$ cat config.mk
export PLATFORM = sky130hd
export DESIGN_NAME = i2c_master_register_transfer
export DESIGN_NICKNAME = d
export VERILOG_FILES = /design/src/design/i2cm_pkg.sv /design/src/design/i2cm_core.sv /design/src/design/i2c_master_register_transfer.sv
export SDC_FILE = /design/constraint.sdc
export NUM_CORES = 1
export LEC_CHECK = 0
export ABC_CLOCK_PERIOD_IN_PS = 6100
export BUFFER_PORTS_ARGS = -buffer_cell sky130_fd_sc_hd__buf_2
export CELL_PAD_IN_SITES_DETAIL_PLACEMENT = 1
export CELL_PAD_IN_SITES_GLOBAL_PLACEMENT = 1
export CORE_MARGIN = 3
export CORE_UTILIZATION = 50
export DETAILED_ROUTE_END_ITERATION = 12
export GPL_TIMING_DRIVEN = 0
export PLACE_DENSITY = 0.91
export SLEW_MARGIN = 10
export SYNTH_ARGS = -nofsm -noshare
export SYNTH_HDL_FRONTEND = slang
export SYNTH_HIERARCHICAL = 1
export SYNTH_SLANG_ARGS = --single-unit
$ cat constraint.sdc
create_clock -name clock -period 6.1 [get_ports clock]
set_clock_uncertainty 0.2 [all_clocks]
set_input_delay 0.305 -clock clock [delete_from_list [all_inputs] [get_ports clock]]
set_output_delay 0.305 -clock clock [all_outputs]
set_load 0.02 [all_outputs]
$ cat src/design/i2cm_pkg.sv
`timescale 1ns / 1ps
// Shared types and codes for the I2C register transfer master.
// No dependencies; the core and the top level import it.
package i2cm_pkg;

   // operation codes of an input transfer
   localparam logic [1:0] OP_TICK        = 2'd0;
   localparam logic [1:0] OP_BEGIN_WRITE = 2'd1;
   localparam logic [1:0] OP_BEGIN_READ  = 2'd2;
   localparam logic [1:0] OP_SUPPLY_BYTE = 2'd3;

   // status codes of a result transfer
   localparam logic [1:0] STAT_IDLE   = 2'd0;
   localparam logic [1:0] STAT_BUSY   = 2'd1;
   localparam logic [1:0] STAT_DONE   = 2'd2;
   localparam logic [1:0] STAT_NO_ACK = 2'd3;

   // byte group kinds inside the bit-serial phases
   localparam logic [1:0] KIND_DEV  = 2'd0;
   localparam logic [1:0] KIND_ADDR = 2'd1;
   localparam logic [1:0] KIND_RDEV = 2'd2;
   localparam logic [1:0] KIND_DATA = 2'd3;

   // sub-phases of one bit inside a byte group
   localparam logic [1:0] SUB_DATA_HIGH = 2'd0;
   localparam logic [1:0] SUB_DATA_LOW  = 2'd1;
   localparam logic [1:0] SUB_ACK_HIGH  = 2'd2;
   localparam logic [1:0] SUB_ACK_LOW   = 2'd3;

   localparam logic [7:0] MSB_MASK      = 8'h80;
   localparam logic [7:0] READ_BIT      = 8'h01;
   localparam logic [3:0] BITS_PER_BYTE = 4'd8;

   typedef struct packed {
      logic [1:0] operation;
      logic [7:0] device_byte;
      logic [7:0] register_address;
      logic [7:0] byte_count;
      logic [7:0] write_byte;
      logic       sda_in;
   } item_type;

   typedef struct packed {
      logic       scl_level;
      logic       sda_drive;
      logic [7:0] read_byte;
      logic       read_valid;
      logic       need_byte;
      logic [1:0] status;
      logic [7:0] bytes_done;
   } result_type;

endpackage

$ cat src/design/i2cm_core.sv
`timescale 1ns / 1ps
// Bus sequencer of the I2C master: transaction state plus result register.
// Depends on i2cm_pkg for item, result and code definitions.
module i2cm_core (
   input  logic                   clock,
   input  logic                   reset,
   input  logic                   step_en,
   input  logic                   out_free,
   input  i2cm_pkg::item_type     item,
   output logic                   res_valid,
   output i2cm_pkg::result_type   res
);
   import i2cm_pkg::*;

   typedef enum logic [4:0] {
      PH_IDLE, PH_ST_A, PH_ST_B, PH_ST_C, PH_RS_A, PH_RS_B, PH_RS_C,
      PH_DEV_0, PH_DEV_1, PH_DEV_2, PH_DEV_3,
      PH_ADDR_0, PH_ADDR_1, PH_ADDR_2, PH_ADDR_3,
      PH_RDEV_0, PH_RDEV_1, PH_RDEV_2, PH_RDEV_3,
      PH_DATA_0, PH_DATA_1, PH_DATA_2, PH_DATA_3,
      PH_RX_H, PH_RX_L, PH_MA_H, PH_MA_L, PH_STOP, PH_WAIT, PH_DONE, PH_FAIL
   } phase_type;

   phase_type  phase_ff, phase_in;
   logic [3:0] bit_ff, bit_in;
   logic [7:0] shift_ff, shift_in;
   logic       read_mode_ff, read_mode_in;
   logic [7:0] dev_ff, dev_in;
   logic [7:0] addr_ff, addr_in;
   logic [7:0] remain_ff, remain_in;
   logic [7:0] xfer_ff, xfer_in;
   logic       res_valid_ff, res_valid_in;
   result_type res_ff, res_in;

   logic       got_byte;
   logic       in_byte;
   logic       free_now;
   logic [4:0] grp_off;
   logic [1:0] kind;
   logic [1:0] sub;
   logic [3:0] bit_inc;
   logic [7:0] remain_dec;

   assign in_byte    = (phase_ff >= PH_DEV_0) && (phase_ff <= PH_DATA_3);
   assign grp_off    = phase_ff - PH_DEV_0;
   assign kind       = grp_off[3:2];
   assign sub        = grp_off[1:0];
   assign bit_inc    = bit_ff + 4'd1;
   assign remain_dec = remain_ff - {7'd0, (remain_ff != 8'd0)};
   assign free_now   = (phase_ff == PH_IDLE) || (phase_ff == PH_DONE) ||
                       (phase_ff >= PH_FAIL);

   // next transaction state
   always_comb begin
      phase_in     = phase_ff;
      bit_in       = bit_ff;
      shift_in     = shift_ff;
      read_mode_in = read_mode_ff;
      dev_in       = dev_ff;
      addr_in      = addr_ff;
      remain_in    = remain_ff;
      xfer_in      = xfer_ff;
      got_byte     = 1'b0;
      unique case (item.operation)
         OP_TICK: begin
            priority if (phase_ff == PH_ST_A || phase_ff == PH_ST_B ||
                         phase_ff == PH_RS_A || phase_ff == PH_RS_B) begin
               phase_in = phase_type'(phase_ff + 5'd1);
            end else if (phase_ff == PH_ST_C) begin
               shift_in = dev_ff;
               bit_in   = 4'd0;
               phase_in = PH_DEV_0;
            end else if (phase_ff == PH_RS_C) begin
               shift_in = dev_ff | READ_BIT;
               bit_in   = 4'd0;
               phase_in = PH_RDEV_0;
            end else if (in_byte) begin
               unique case (sub)
                  SUB_DATA_HIGH: phase_in = phase_type'(phase_ff + 5'd1);
                  SUB_DATA_LOW: begin
                     shift_in = {shift_ff[6:0], 1'b0};
                     if (bit_inc >= BITS_PER_BYTE) begin
                        bit_in   = 4'd0;
                        phase_in = phase_type'(phase_ff + 5'd1);
                     end else begin
                        bit_in   = bit_inc;
                        phase_in = phase_type'(phase_ff - 5'd1);
                     end
                  end
                  SUB_ACK_HIGH: begin
                     if (item.sda_in && !(kind == KIND_DEV && !read_mode_ff)) begin
                        phase_in = PH_FAIL;
                     end else begin
                        if (kind == KIND_DATA) xfer_in = xfer_ff + 8'd1;
                        phase_in = phase_type'(phase_ff + 5'd1);
                     end
                  end
                  SUB_ACK_LOW: begin
                     priority if (kind == KIND_DEV) begin
                        shift_in = addr_ff;
                        bit_in   = 4'd0;
                        phase_in = PH_ADDR_0;
                     end else if (kind == KIND_ADDR && read_mode_ff) begin
                        phase_in = PH_RS_A;
                     end else if (remain_ff == 8'd0) begin
                        phase_in = PH_STOP;
                     end else if (kind == KIND_RDEV) begin
                        shift_in = 8'd0;
                        bit_in   = 4'd0;
                        phase_in = PH_RX_H;
                     end else begin
                        phase_in = PH_WAIT;
                     end
                  end
                  default: phase_in = phase_ff;
               endcase
            end else if (phase_ff == PH_RX_H) begin
               shift_in = {shift_ff[6:0], item.sda_in};
               phase_in = PH_RX_L;
            end else if (phase_ff == PH_RX_L) begin
               if (bit_inc >= BITS_PER_BYTE) begin
                  bit_in    = 4'd0;
                  got_byte  = 1'b1;
                  xfer_in   = xfer_ff + 8'd1;
                  remain_in = remain_dec;
                  phase_in  = PH_MA_H;
               end else begin
                  bit_in   = bit_inc;
                  phase_in = PH_RX_H;
               end
            end else if (phase_ff == PH_MA_H) begin
               phase_in = PH_MA_L;
            end else if (phase_ff == PH_MA_L) begin
               if (remain_ff == 8'd0) begin
                  phase_in = PH_STOP;
               end else begin
                  shift_in = 8'd0;
                  bit_in   = 4'd0;
                  phase_in = PH_RX_H;
               end
            end else if (phase_ff == PH_STOP) begin
               phase_in = PH_DONE;
            end else begin
               phase_in = phase_ff;
            end
         end
         OP_SUPPLY_BYTE: begin
            if (phase_ff == PH_WAIT) begin
               shift_in  = item.write_byte;
               bit_in    = 4'd0;
               remain_in = remain_dec;
               phase_in  = PH_DATA_0;
            end
         end
         OP_BEGIN_WRITE, OP_BEGIN_READ: begin
            if (free_now) begin
               read_mode_in = (item.operation == OP_BEGIN_READ);
               dev_in       = item.device_byte;
               addr_in      = item.register_address;
               remain_in    = item.byte_count;
               xfer_in      = 8'd0;
               bit_in       = 4'd0;
               shift_in     = item.device_byte;
               phase_in     = PH_ST_A;
            end
         end
         default: phase_in = phase_ff;
      endcase
   end

   logic [4:0] new_off;
   logic [1:0] new_sub;
   assign new_off = phase_in - PH_DEV_0;
   assign new_sub = new_off[1:0];

   // bus levels and status of the phase after this transfer
   always_comb begin
      res_in            = '0;
      res_in.scl_level  = 1'b1;
      res_in.sda_drive  = 1'b1;
      res_in.read_valid = got_byte;
      res_in.read_byte  = got_byte ? shift_in : 8'd0;
      res_in.need_byte  = (phase_in == PH_WAIT);
      res_in.bytes_done = xfer_in;
      priority if (phase_in == PH_ST_B || phase_in == PH_RS_B || phase_in == PH_STOP) begin
         res_in.sda_drive = 1'b0;
      end else if (phase_in == PH_ST_C || phase_in == PH_RS_C) begin
         res_in.scl_level = 1'b0;
         res_in.sda_drive = 1'b0;
      end else if (phase_in >= PH_DEV_0 && phase_in <= PH_DATA_3) begin
         res_in.scl_level = (new_sub == SUB_DATA_HIGH) || (new_sub == SUB_ACK_HIGH);
         res_in.sda_drive = (new_sub == SUB_DATA_HIGH || new_sub == SUB_DATA_LOW) ?
                            ((shift_in & MSB_MASK) != 8'd0) : 1'b1;
      end else if (phase_in == PH_RX_L || phase_in == PH_WAIT || phase_in == PH_FAIL) begin
         res_in.scl_level = 1'b0;
      end else if (phase_in == PH_MA_H || phase_in == PH_MA_L) begin
         res_in.scl_level = (phase_in == PH_MA_H);
         res_in.sda_drive = (remain_in == 8'd0);
      end else begin
         res_in.scl_level = 1'b1;
      end
      priority if (phase_in == PH_FAIL) res_in.status = STAT_NO_ACK;
      else if (phase_in == PH_DONE)     res_in.status = STAT_DONE;
      else if (phase_in == PH_IDLE || phase_in > PH_FAIL) res_in.status = STAT_IDLE;
      else                              res_in.status = STAT_BUSY;
   end

   assign res_valid_in = step_en | (res_valid_ff & ~out_free);

   always_ff @(posedge clock) begin
      if (reset) begin
         phase_ff     <= PH_IDLE;
         bit_ff       <= 4'd0;
         shift_ff     <= 8'd0;
         read_mode_ff <= 1'b0;
         dev_ff       <= 8'd0;
         addr_ff      <= 8'd0;
         remain_ff    <= 8'd0;
         xfer_ff      <= 8'd0;
         res_valid_ff <= 1'b0;
      end else begin
         res_valid_ff <= res_valid_in;
         if (step_en) begin
            phase_ff     <= phase_in;
            bit_ff       <= bit_in;
            shift_ff     <= shift_in;
            read_mode_ff <= read_mode_in;
            dev_ff       <= dev_in;
            addr_ff      <= addr_in;
            remain_ff    <= remain_in;
            xfer_ff      <= xfer_in;
         end
      end
   end

   always_ff @(posedge clock) begin
      if (step_en) res_ff <= res_in;
   end

   assign res_valid = res_valid_ff;
   assign res       = res_ff;

`ifndef ASSERT_OFF
   a_step_fills: assert property (@(posedge clock) disable iff (reset)
      step_en |=> res_valid_ff)
      else $error("result register not loaded after a step");
   a_read_busy: assert property (@(posedge clock) disable iff (reset)
      (res_valid_ff && res_ff.read_valid) |-> (res_ff.status == STAT_BUSY))
      else $error("read byte reported outside a transaction");
   a_wait_scl_low: assert property (@(posedge clock) disable iff (reset)
      (res_valid_ff && res_ff.need_byte) |->
         (!res_ff.scl_level && res_ff.status == STAT_BUSY))
      else $error("byte request with SCL released");
   a_bit_range: assert property (@(posedge clock) disable iff (reset)
      bit_ff < BITS_PER_BYTE)
      else $error("bit counter out of range");
`endif

endmodule

$ cat src/design/i2c_master_register_transfer.sv
`timescale 1ns / 1ps
// Top level of the I2C register transfer master: input register and handshakes.
// Depends on i2cm_pkg and i2cm_core.

// I2C master for register-addressed transfers (random read, page write).
// Every request transfer is one item: a bus tick moves SCL/SDA one phase on,
// begin write / begin read start a transaction (ignored while one is running),
// and supply byte hands over the next write byte when rsp_need_byte asks for it.
// Each accepted request gives exactly one response transfer that shows the bus
// levels of the phase the block is in afterwards, the status and the byte
// count. It accepts one request every cycle while rsp_stall is low; each request
// passes through the request register and then the result register behind
// the sequencer. The request register takes one more request while a finished
// response still waits on rsp_stall. byte_count is capped at MAX_COUNT.
// A non-acknowledge (except after the device byte of a write) aborts with
// status 3 and no stop condition.
module i2c_master_register_transfer #(
   parameter int unsigned MAX_COUNT = 255
) (
   input  logic       clock,
   input  logic       reset,
   input  logic       req_valid,
   output logic       req_stall,
   input  logic [1:0] req_operation,
   input  logic [7:0] req_device_byte,
   input  logic [7:0] req_register_address,
   input  logic [7:0] req_byte_count,
   input  logic [7:0] req_write_byte,
   input  logic       req_sda_in,
   output logic       rsp_valid,
   input  logic       rsp_stall,
   output logic       rsp_scl_level,
   output logic       rsp_sda_drive,
   output logic [7:0] rsp_read_byte,
   output logic       rsp_read_valid,
   output logic       rsp_need_byte,
   output logic [1:0] rsp_status,
   output logic [7:0] rsp_bytes_done
);
   import i2cm_pkg::*;

   // the count field is 8 bits, so a larger cap never bites
   localparam int unsigned CountCap = (MAX_COUNT > 255) ? 255 : MAX_COUNT;
   localparam logic [7:0]  CountCap8 = CountCap[7:0];

   logic       in_valid_ff, in_valid_in;
   item_type   in_item_ff, in_item_in;
   logic       req_take;
   logic       advance;
   logic       core_valid;
   result_type core_res;
   logic [7:0] count_capped;

   // move the held request into the sequencer when the result slot frees up
   assign advance   = in_valid_ff & (~core_valid | ~rsp_stall);
   // hold off new requests only while the held one cannot move
   assign req_stall = in_valid_ff & ~advance;
   assign req_take  = req_valid & ~req_stall;

   assign count_capped = (req_byte_count > CountCap8) ? CountCap8 : req_byte_count;

   always_comb begin
      in_item_in.operation        = req_operation;
      in_item_in.device_byte      = req_device_byte;
      in_item_in.register_address = req_register_address;
      in_item_in.byte_count       = count_capped;
      in_item_in.write_byte       = req_write_byte;
      in_item_in.sda_in           = req_sda_in;
   end

   assign in_valid_in = req_take | (in_valid_ff & ~advance);

   always_ff @(posedge clock) begin
      if (reset) begin
         in_valid_ff <= 1'b0;
      end else begin
         in_valid_ff <= in_valid_in;
      end
   end

   // payload: load on every accepted request transfer
   always_ff @(posedge clock) begin
      if (req_take) in_item_ff <= in_item_in;
   end

   i2cm_core u_core (
      .clock     (clock),
      .reset     (reset),
      .step_en   (advance),
      .out_free  (~rsp_stall),
      .item      (in_item_ff),
      .res_valid (core_valid),
      .res       (core_res)
   );

   assign rsp_valid      = core_valid;
   assign rsp_scl_level  = core_res.scl_level;
   assign rsp_sda_drive  = core_res.sda_drive;
   assign rsp_read_byte  = core_res.read_byte;
   assign rsp_read_valid = core_res.read_valid;
   assign rsp_need_byte  = core_res.need_byte;
   assign rsp_status     = core_res.status;
   assign rsp_bytes_done = core_res.bytes_done;

`ifndef ASSERT_OFF
   a_stall_held: assert property (@(posedge clock) disable iff (reset)
      req_stall |-> (in_valid_ff && core_valid))
      else $error("request stalled with nothing held");
   a_advance_drains: assert property (@(posedge clock) disable iff (reset)
      (advance && !req_take) |=> !in_valid_ff)
      else $error("request register kept a moved transfer");
   a_count_capped: assert property (@(posedge clock) disable iff (reset)
      in_valid_ff |-> (in_item_ff.byte_count <= CountCap8))
      else $error("byte count above cap");
`endif

endmodule
==> results.yml, run 1 <==
placed_design:
  dpl.cell_count: 1032
  gp_congestion: 1.01
  port_buffers: 62
  dp_slack_ns: 1.12
  place_hpwl_um: 20000
setup_path:
  arrival_ns: 5.19
  crit_type: "flop to flop"
  critPathMaxFanout: 10
  critPathRequiredTime_ns: 6.10
  r2r_cells: 13
  end_kind: "flop"
  setup.worst_path.start_class: "flop"
clocking:
  postCtsResizedCells: 0
  cts_max_path_buffers: 2
  clk_pin_slew_ns: 0.09
  h-tree-depth: 3
  cts_inserted_buffers: 9
  tritoncts: "done"
  cts_setup_buffers: 0
  root_buffer: "clkbuf_16"
  clkLatencyLatePin_ns: 0.38
  clkSinkCount: 109
  cts_hold_buf: 36
detailed_routing:
  detail_route.vias_per_cell: 7.48
  route.detailed.drc: 0
  wl_um: 34700
  drtIter0Drc: 1387
  vias: 8106
  wl_per_cell_um: 32.0
  drt_pass1_iterations: 7
  antenna_left: 0
yosys:
  synth_area_leader_cell: "edfxtp_1"
  synth_seq_cells: 109
  synth_fa_ha_area_share_pct: 3.24
  synth_area_um2: 6940
  synth-xor-area-share_pct: 1.37
  synth.distinct_cells: 91
  postSynthCellCount: 793
  synth_ff_type: "edfxtp_1"
  synth_warnings: 6
  synth_enable_flop_cells: 57
  synth_top_family_by_area: "compound AO/OA/AOI/OAI gates"
  avgSynthCellArea_um2: 8.75
  synth-compound-area-share_pct: 25.6
  async_flop_share_pct: 0
  synth-simple-area-share_pct: 20.8
  yosysSeqAreaShare_pct: 39.7
  synth_top_area_share_pct: 24.7
  synthTopCellsByArea: "edfxtp_1 (25%), dfxtp_1 (15%), nand2_1 (6.4%)"
  muxShareOfSynthArea_pct: 3.64
  syn-num-nets: 850
flow_run:
  cap_violations: 0
floorplan:
  die_area_um2: 15300
  die_h_um: 124
  ios: 63
  start_util_pct: 51.8
  die_w_um: 124
  rows: 42
  core_um2: 13400
timing:
  final.period_utilization_pct: 85.0
  tightest_slew_ns: 0.928
  final.setup.worst_slack_ns: 0.913
  tns_ns: 0
  setup_viol: 0
  slew_headroom_pct: 38.0
  hold_viol: 0
  period_needed_ns: 5.19
  max_freq_ghz: 0.193
  grt_setup_unrepaired: "false"
  drv_slew: 0
worst_hold_path:
  hold_class: "input pin to flop"
  hold_depth: 3
global_routing:
  grt_use_total_pct: 45.4
  grt_pass1_vias: 8218
  grt_max_degree: 29
  grt-ovfl-total: 0
  grt_pass1_wl_um: 50900
  antenna_found_initial: 1
layout:
  area_growth_pct: 17.3
  drive_gt1_share_pct: 15.5
  layout_commonest_cell: "nand2_1"
  finalNonFillerCells: 1083
  antenna_cells: 0
  nets: 960
  final_cell_mix: "nand2_1 (118), buf_2 (75), nor2_1 (62), edfxtp_1 (57), a21oi_1 (54)"
pwr:
  power_density_nw_per_um2: 244
  ir_worst_vdd_v: 0.000191
  power_mw: 1.99
  p_leak_nw: 3.11
run_status:
  status: "finished, final reports clean"
-- worst paths after layout --
| kind | from | endpoint | slack (ns) |
|---|---|---|---|
| min reg2reg | u_core/addr_ff[1] | u_core/addr_ff[1] | 0.31 |
| max reg2reg | u_core/phase_ff[0] | u_core/res[20] | 0.91 |
| min | rsp_stall | in_valid_ff | 0.1 |
| max | u_core/phase_ff[0] | u_core/res[20] | 0.91 |
-- through the flow --
step | cell area [um2] | util, % | hold WS (ns)
final | 8150 | 60.8 | 0.0954
after global routing | 8150 | 60.8 | 0.0897
after CTS | 8150 | 60.8 | 0.0778
after detailed placement | 7510 | 56.1 | 0.259
after global placement | 7470 | 55.8 | 0.246
after floorplan | 6940 | - | 0.167
-- cell type report --
| cell class | instances | area, um2 |
|---|---|---|
| well taps | 176 | 220 |
| plain buffers | 61 | 283 |
| clock buffers | 9 | 225 |
| repair buffers | 99 | 691 |
| clock inverters | 6 | 48.8 |
| multi-input cells | 594 | 3820 |
| flip-flops and latches | 109 | 2750 |
| inverters | 29 | 109 |
| fillers | 1582 | 5260 |
-- critical path: stages, from the launching register on --
cell	delay, ns
dfxtp_1	0.60
clkbuf_1	0.48
inv_1	0.23
ha_1	0.43
mux2_2	0.36
o21ai_2	0.54
o211ai_1	0.28
a32oi_2	0.49
inv_1	0.14
ha_1	0.32
or3b_1	0.41
a21oi_1	0.22
a2111oi_0	0.10
a211oi_1	0.23
-- where the power goes --
group	switching, mW	total [mW]	internal, mW
registers	0.0374	0.848	0.811
clock network	0.328	0.608	0.280
logic	0.356	0.530	0.174
-- cell families (layout without fill, tap and decap cells) --
family	Yosys count	after routing
xor+xnor	10	10
flops	109	109
mux	24	24
buf+inv	90	204
fa+ha+maj	18	18
simple gates	294	294
compound gates	248	248
-- cells in the mapped netlist (5+ instances only) --
cell type and n:
a211oi_1 15, a2111oi_0 5, a211o_1 5, nor3_1 17
and2_1 9, buf_4 8, a221oi_1 16, a221o_1 8
o2111ai_1 5, buf_2 13, nor3b_1 6, dfxtp_1 52
ha_1 18, edfxtp_1 57, nand3_1 17, o21ai_0 43
o211ai_1 12, xor2_1 6, a21o_1 6, nand4_1 5
nor2b_1 9, nor2_1 63, inv_1 26, a21oi_1 54
mux2i_1 14, clkbuf_1 37, nand2_1 118, a31oi_1 12
and3_1 10, mux2_2 10
-- state kept, by name (all words and copies together), names as in the netlist --
signal	count
in_item_ff	35
u_core/res	22
u_core/addr_ff	8
u_core/dev_ff	8
u_core/remain_ff	8
u_core/shift_ff	8
u_core/xfer_ff	8
u_core/phase_ff	5
u_core/bit_ff	4
in_valid_ff	1
u_core/read_mode_ff	1
u_core/res_valid	1
-- routing by layer --
metal / wire length, um / vias up / GRT usage [%] / part of all wire (%)
met1: 11900 / 3784 / 52.1 / 34
li1: - / 3175 / - / -
met4: 3410 / 0 / 34.3 / 9.8
met2: 15300 / 839 / 70.7 / 44
met5: 0 / - / 0 / 0
met3: 4090 / 308 / 14.0 / 12
No activity file was read; power rests on OpenSTA's default activity.
==> run 2, diff against run 1 <==
PLACE_DENSITY = 0.87   (was 0.91)
RECOVER_POWER = 25   (was default)
==> run 2 against run 1 <==
Register-to-register slack better by 0.17 ns. Fmax increased by 3.3%. Utilization barely moved. Worst setup slack improved by 0.17 ns. Power shrank 1.2%. Hold slack better by 0.0015 ns. Die area stayed put. Global-route usage shrank 6.6 points. Non-clock buffer count did not move. Clock power increased by 3.5%. Sequential power shrank 0.5%. Critical path type unchanged. Highest routed layer unchanged.
==> results.yml, run 2 (same netlist as run 1, synthesis figures left out) <==
setup_path:
  r2r-start: "u_core/phase_ff[0]"
  crit_top_cell: "ha_1"
  r2r_setup_slack_ns: 1.08
  setup.worst_path.start_class: "flop"
  path_delay_family: "compound AO/OA/AOI/OAI gates"
  critical_path.max_stage_delay_ns: 0.74
  r2r_cells: 12
  crit_type: "flop to flop"
  critPathRequiredTime_ns: 6.00
  critPathMaxFanout: 10
  rr_endpoint: "u_core/res[20]"
  critPathBufInv: 2
  arrival_ns: 4.92
  end_kind: "flop"
  cp_slowest_cell: "o41ai_2"
  crit_chain: "clkbuf_1, inv_1, ha_1, mux2_2, o21ai_2, nand3_1, o41ai_2, ha_1, or3b_1, a21oi_1, a2111oi_0, a211oi_1"
layout:
  drive_gt1_share_pct: 13.2
  seqCellArea_um2: 2750
  multi_input_area_um2: 3810
  nFillCells: 1566
  final_cell_mix: "nand2_1 (118), nor2_1 (62), clkbuf_1 (57), edfxtp_1 (57), buf_2 (56)"
  layout_commonest_cell: "nand2_1"
  largest-register: "in_item_ff"
  area_growth_pct: 17.3
  largest_reg_flops: 35
  antenna_cells: 0
  utilization_pct: 60.8
  nets: 960
global_routing:
  antenna_found_initial: 0
  grt_pass1_vias: 7836
  grt-ovfl-total: 0
  grt_pass1_wl_um: 44700
  grt_max_degree: 29
  grt_use_total_pct: 38.8
pwr:
  intPower_mw: 1.31
  clock_power_share_pct: 32.0
  p_leak_nw: 3.07
  p_comb_share_pct: 25.0
  switchingPower_uw: 656
  power_density_nw_per_um2: 241
  ir_worst_vdd_v: 0.000259
  seq_power_share_pct: 43.0
  switching_share_pct: 33.4
clocking:
  clkSinkCount: 109
  clkLatencyLatePin_ns: 0.37
  clk_pin_slew_ns: 0.08
  tritoncts: "done"
  postCtsResizedCells: 0
  cts_setup_buffers: 0
  cts_inserted_buffers: 9
  h-tree-depth: 3
  cts_max_path_buffers: 2
  root_buffer: "clkbuf_16"
  cts_hold_buf: 36
detailed_routing:
  vias: 7517
  wl_um: 28900
  antenna_left: 0
  route.detailed.drc: 0
  detail_route.vias_per_cell: 6.93
  drt_pass1_iterations: 6
  drtIter0Drc: 819
  wl_per_cell_um: 26.7
floorplan:
  die_h_um: 124
  core_um2: 13400
  die_w_um: 124
  die_area_um2: 15300
  ios: 63
  rows: 42
  start_util_pct: 51.8
timing:
  max_freq_ghz: 0.199
  grt_setup_unrepaired: "false"
  drv_slew: 0
  period_needed_ns: 5.02
  setup_viol: 0
  tns_ns: 0
  slew_headroom_pct: 34.4
  whs_ns: 0.0969
  tightest_slew_ns: 0.979
  hold_viol: 0
  final.period_utilization_pct: 82.3
run_status:
  status: "finished, final reports clean"
worst_hold_path:
  worstHoldStart: "req_valid"
  min_to: "in_valid_ff"
  hold_depth: 3
  hold_class: "input pin to flop"
placed_design:
  gp_congestion: 0.988
  port_buffers: 62
  place_hpwl_um: 18500
flow_run:
  cap_violations: 0
==> run 2: metrics by stage <==
stage | power (mW) | cells | worst slack, ns | area, um2
2_1_floorplan | 1.15 | 793 | 2.28 | 6940
3_3_place_gp | 1.27 | 1031 | 0.482 | 7470
3_5_place_dp | 1.29 | 1032 | 1.22 | 7510
4_1_cts | 1.92 | 1084 | 1.19 | 8170
5_1_grt | 2.02 | 1084 | 0.898 | 8140
6_report | 1.96 | 1084 | 1.08 | 8140
==> run 2: worst max path at each step <==
stage / from / to / slack (ns) / cells past startpoint
4_1_cts: u_core/phase_ff[0] / u_core/res[20] / 1.19 / 12
6_report: u_core/phase_ff[0] / u_core/res[20] / 1.08 / 12
3_5_place_dp: u_core/phase_ff[0] / u_core/res[20] / 1.22 / 12
5_1_grt: u_core/phase_ff[0] / u_core/res[20] / 0.90 / 12
2_1_floorplan: u_core/res_valid / u_core/dev_ff[7] / 2.28 / 7
3_3_place_gp: rsp_stall / u_core/dev_ff[7] / 0.48 / 8
==> run 2: cell type report <==
type	count	share of cell area [%]
tap	176	2.70
timing repair buffer	99	8.19
clock buffer	10	2.81
inverter	29	1.34
clock inverter	6	0.861
sequential	109	33.8
buffer	61	3.47
multi-input combinational	594	46.8
==> run 2: metal layers <==
metal  vias up  track usage [%]  part of all wire [%]
met5         -                0                     0
met4         0             22.0                   6.1
met3       143             8.17                   8.5
met2       485             62.2                    47
met1      3716             48.4                    39
li1       3173                -                     -
==> run 2: power by group through the flow <==
stage	sequential, mW	combinational (mW)	clock (mW)
final	0.844	0.490	0.629
after global placement	0.855	0.419	0
after floorplan	0.856	0.293	0
after CTS	0.839	0.463	0.618
after global routing	0.847	0.522	0.655
after detailed placement	0.856	0.439	0
==> run 2: tightest hold or removal path, stage by stage <==
cell,delay (ns)
buf_2,0.09
inv_1,0.08
a21oi_2,0.14
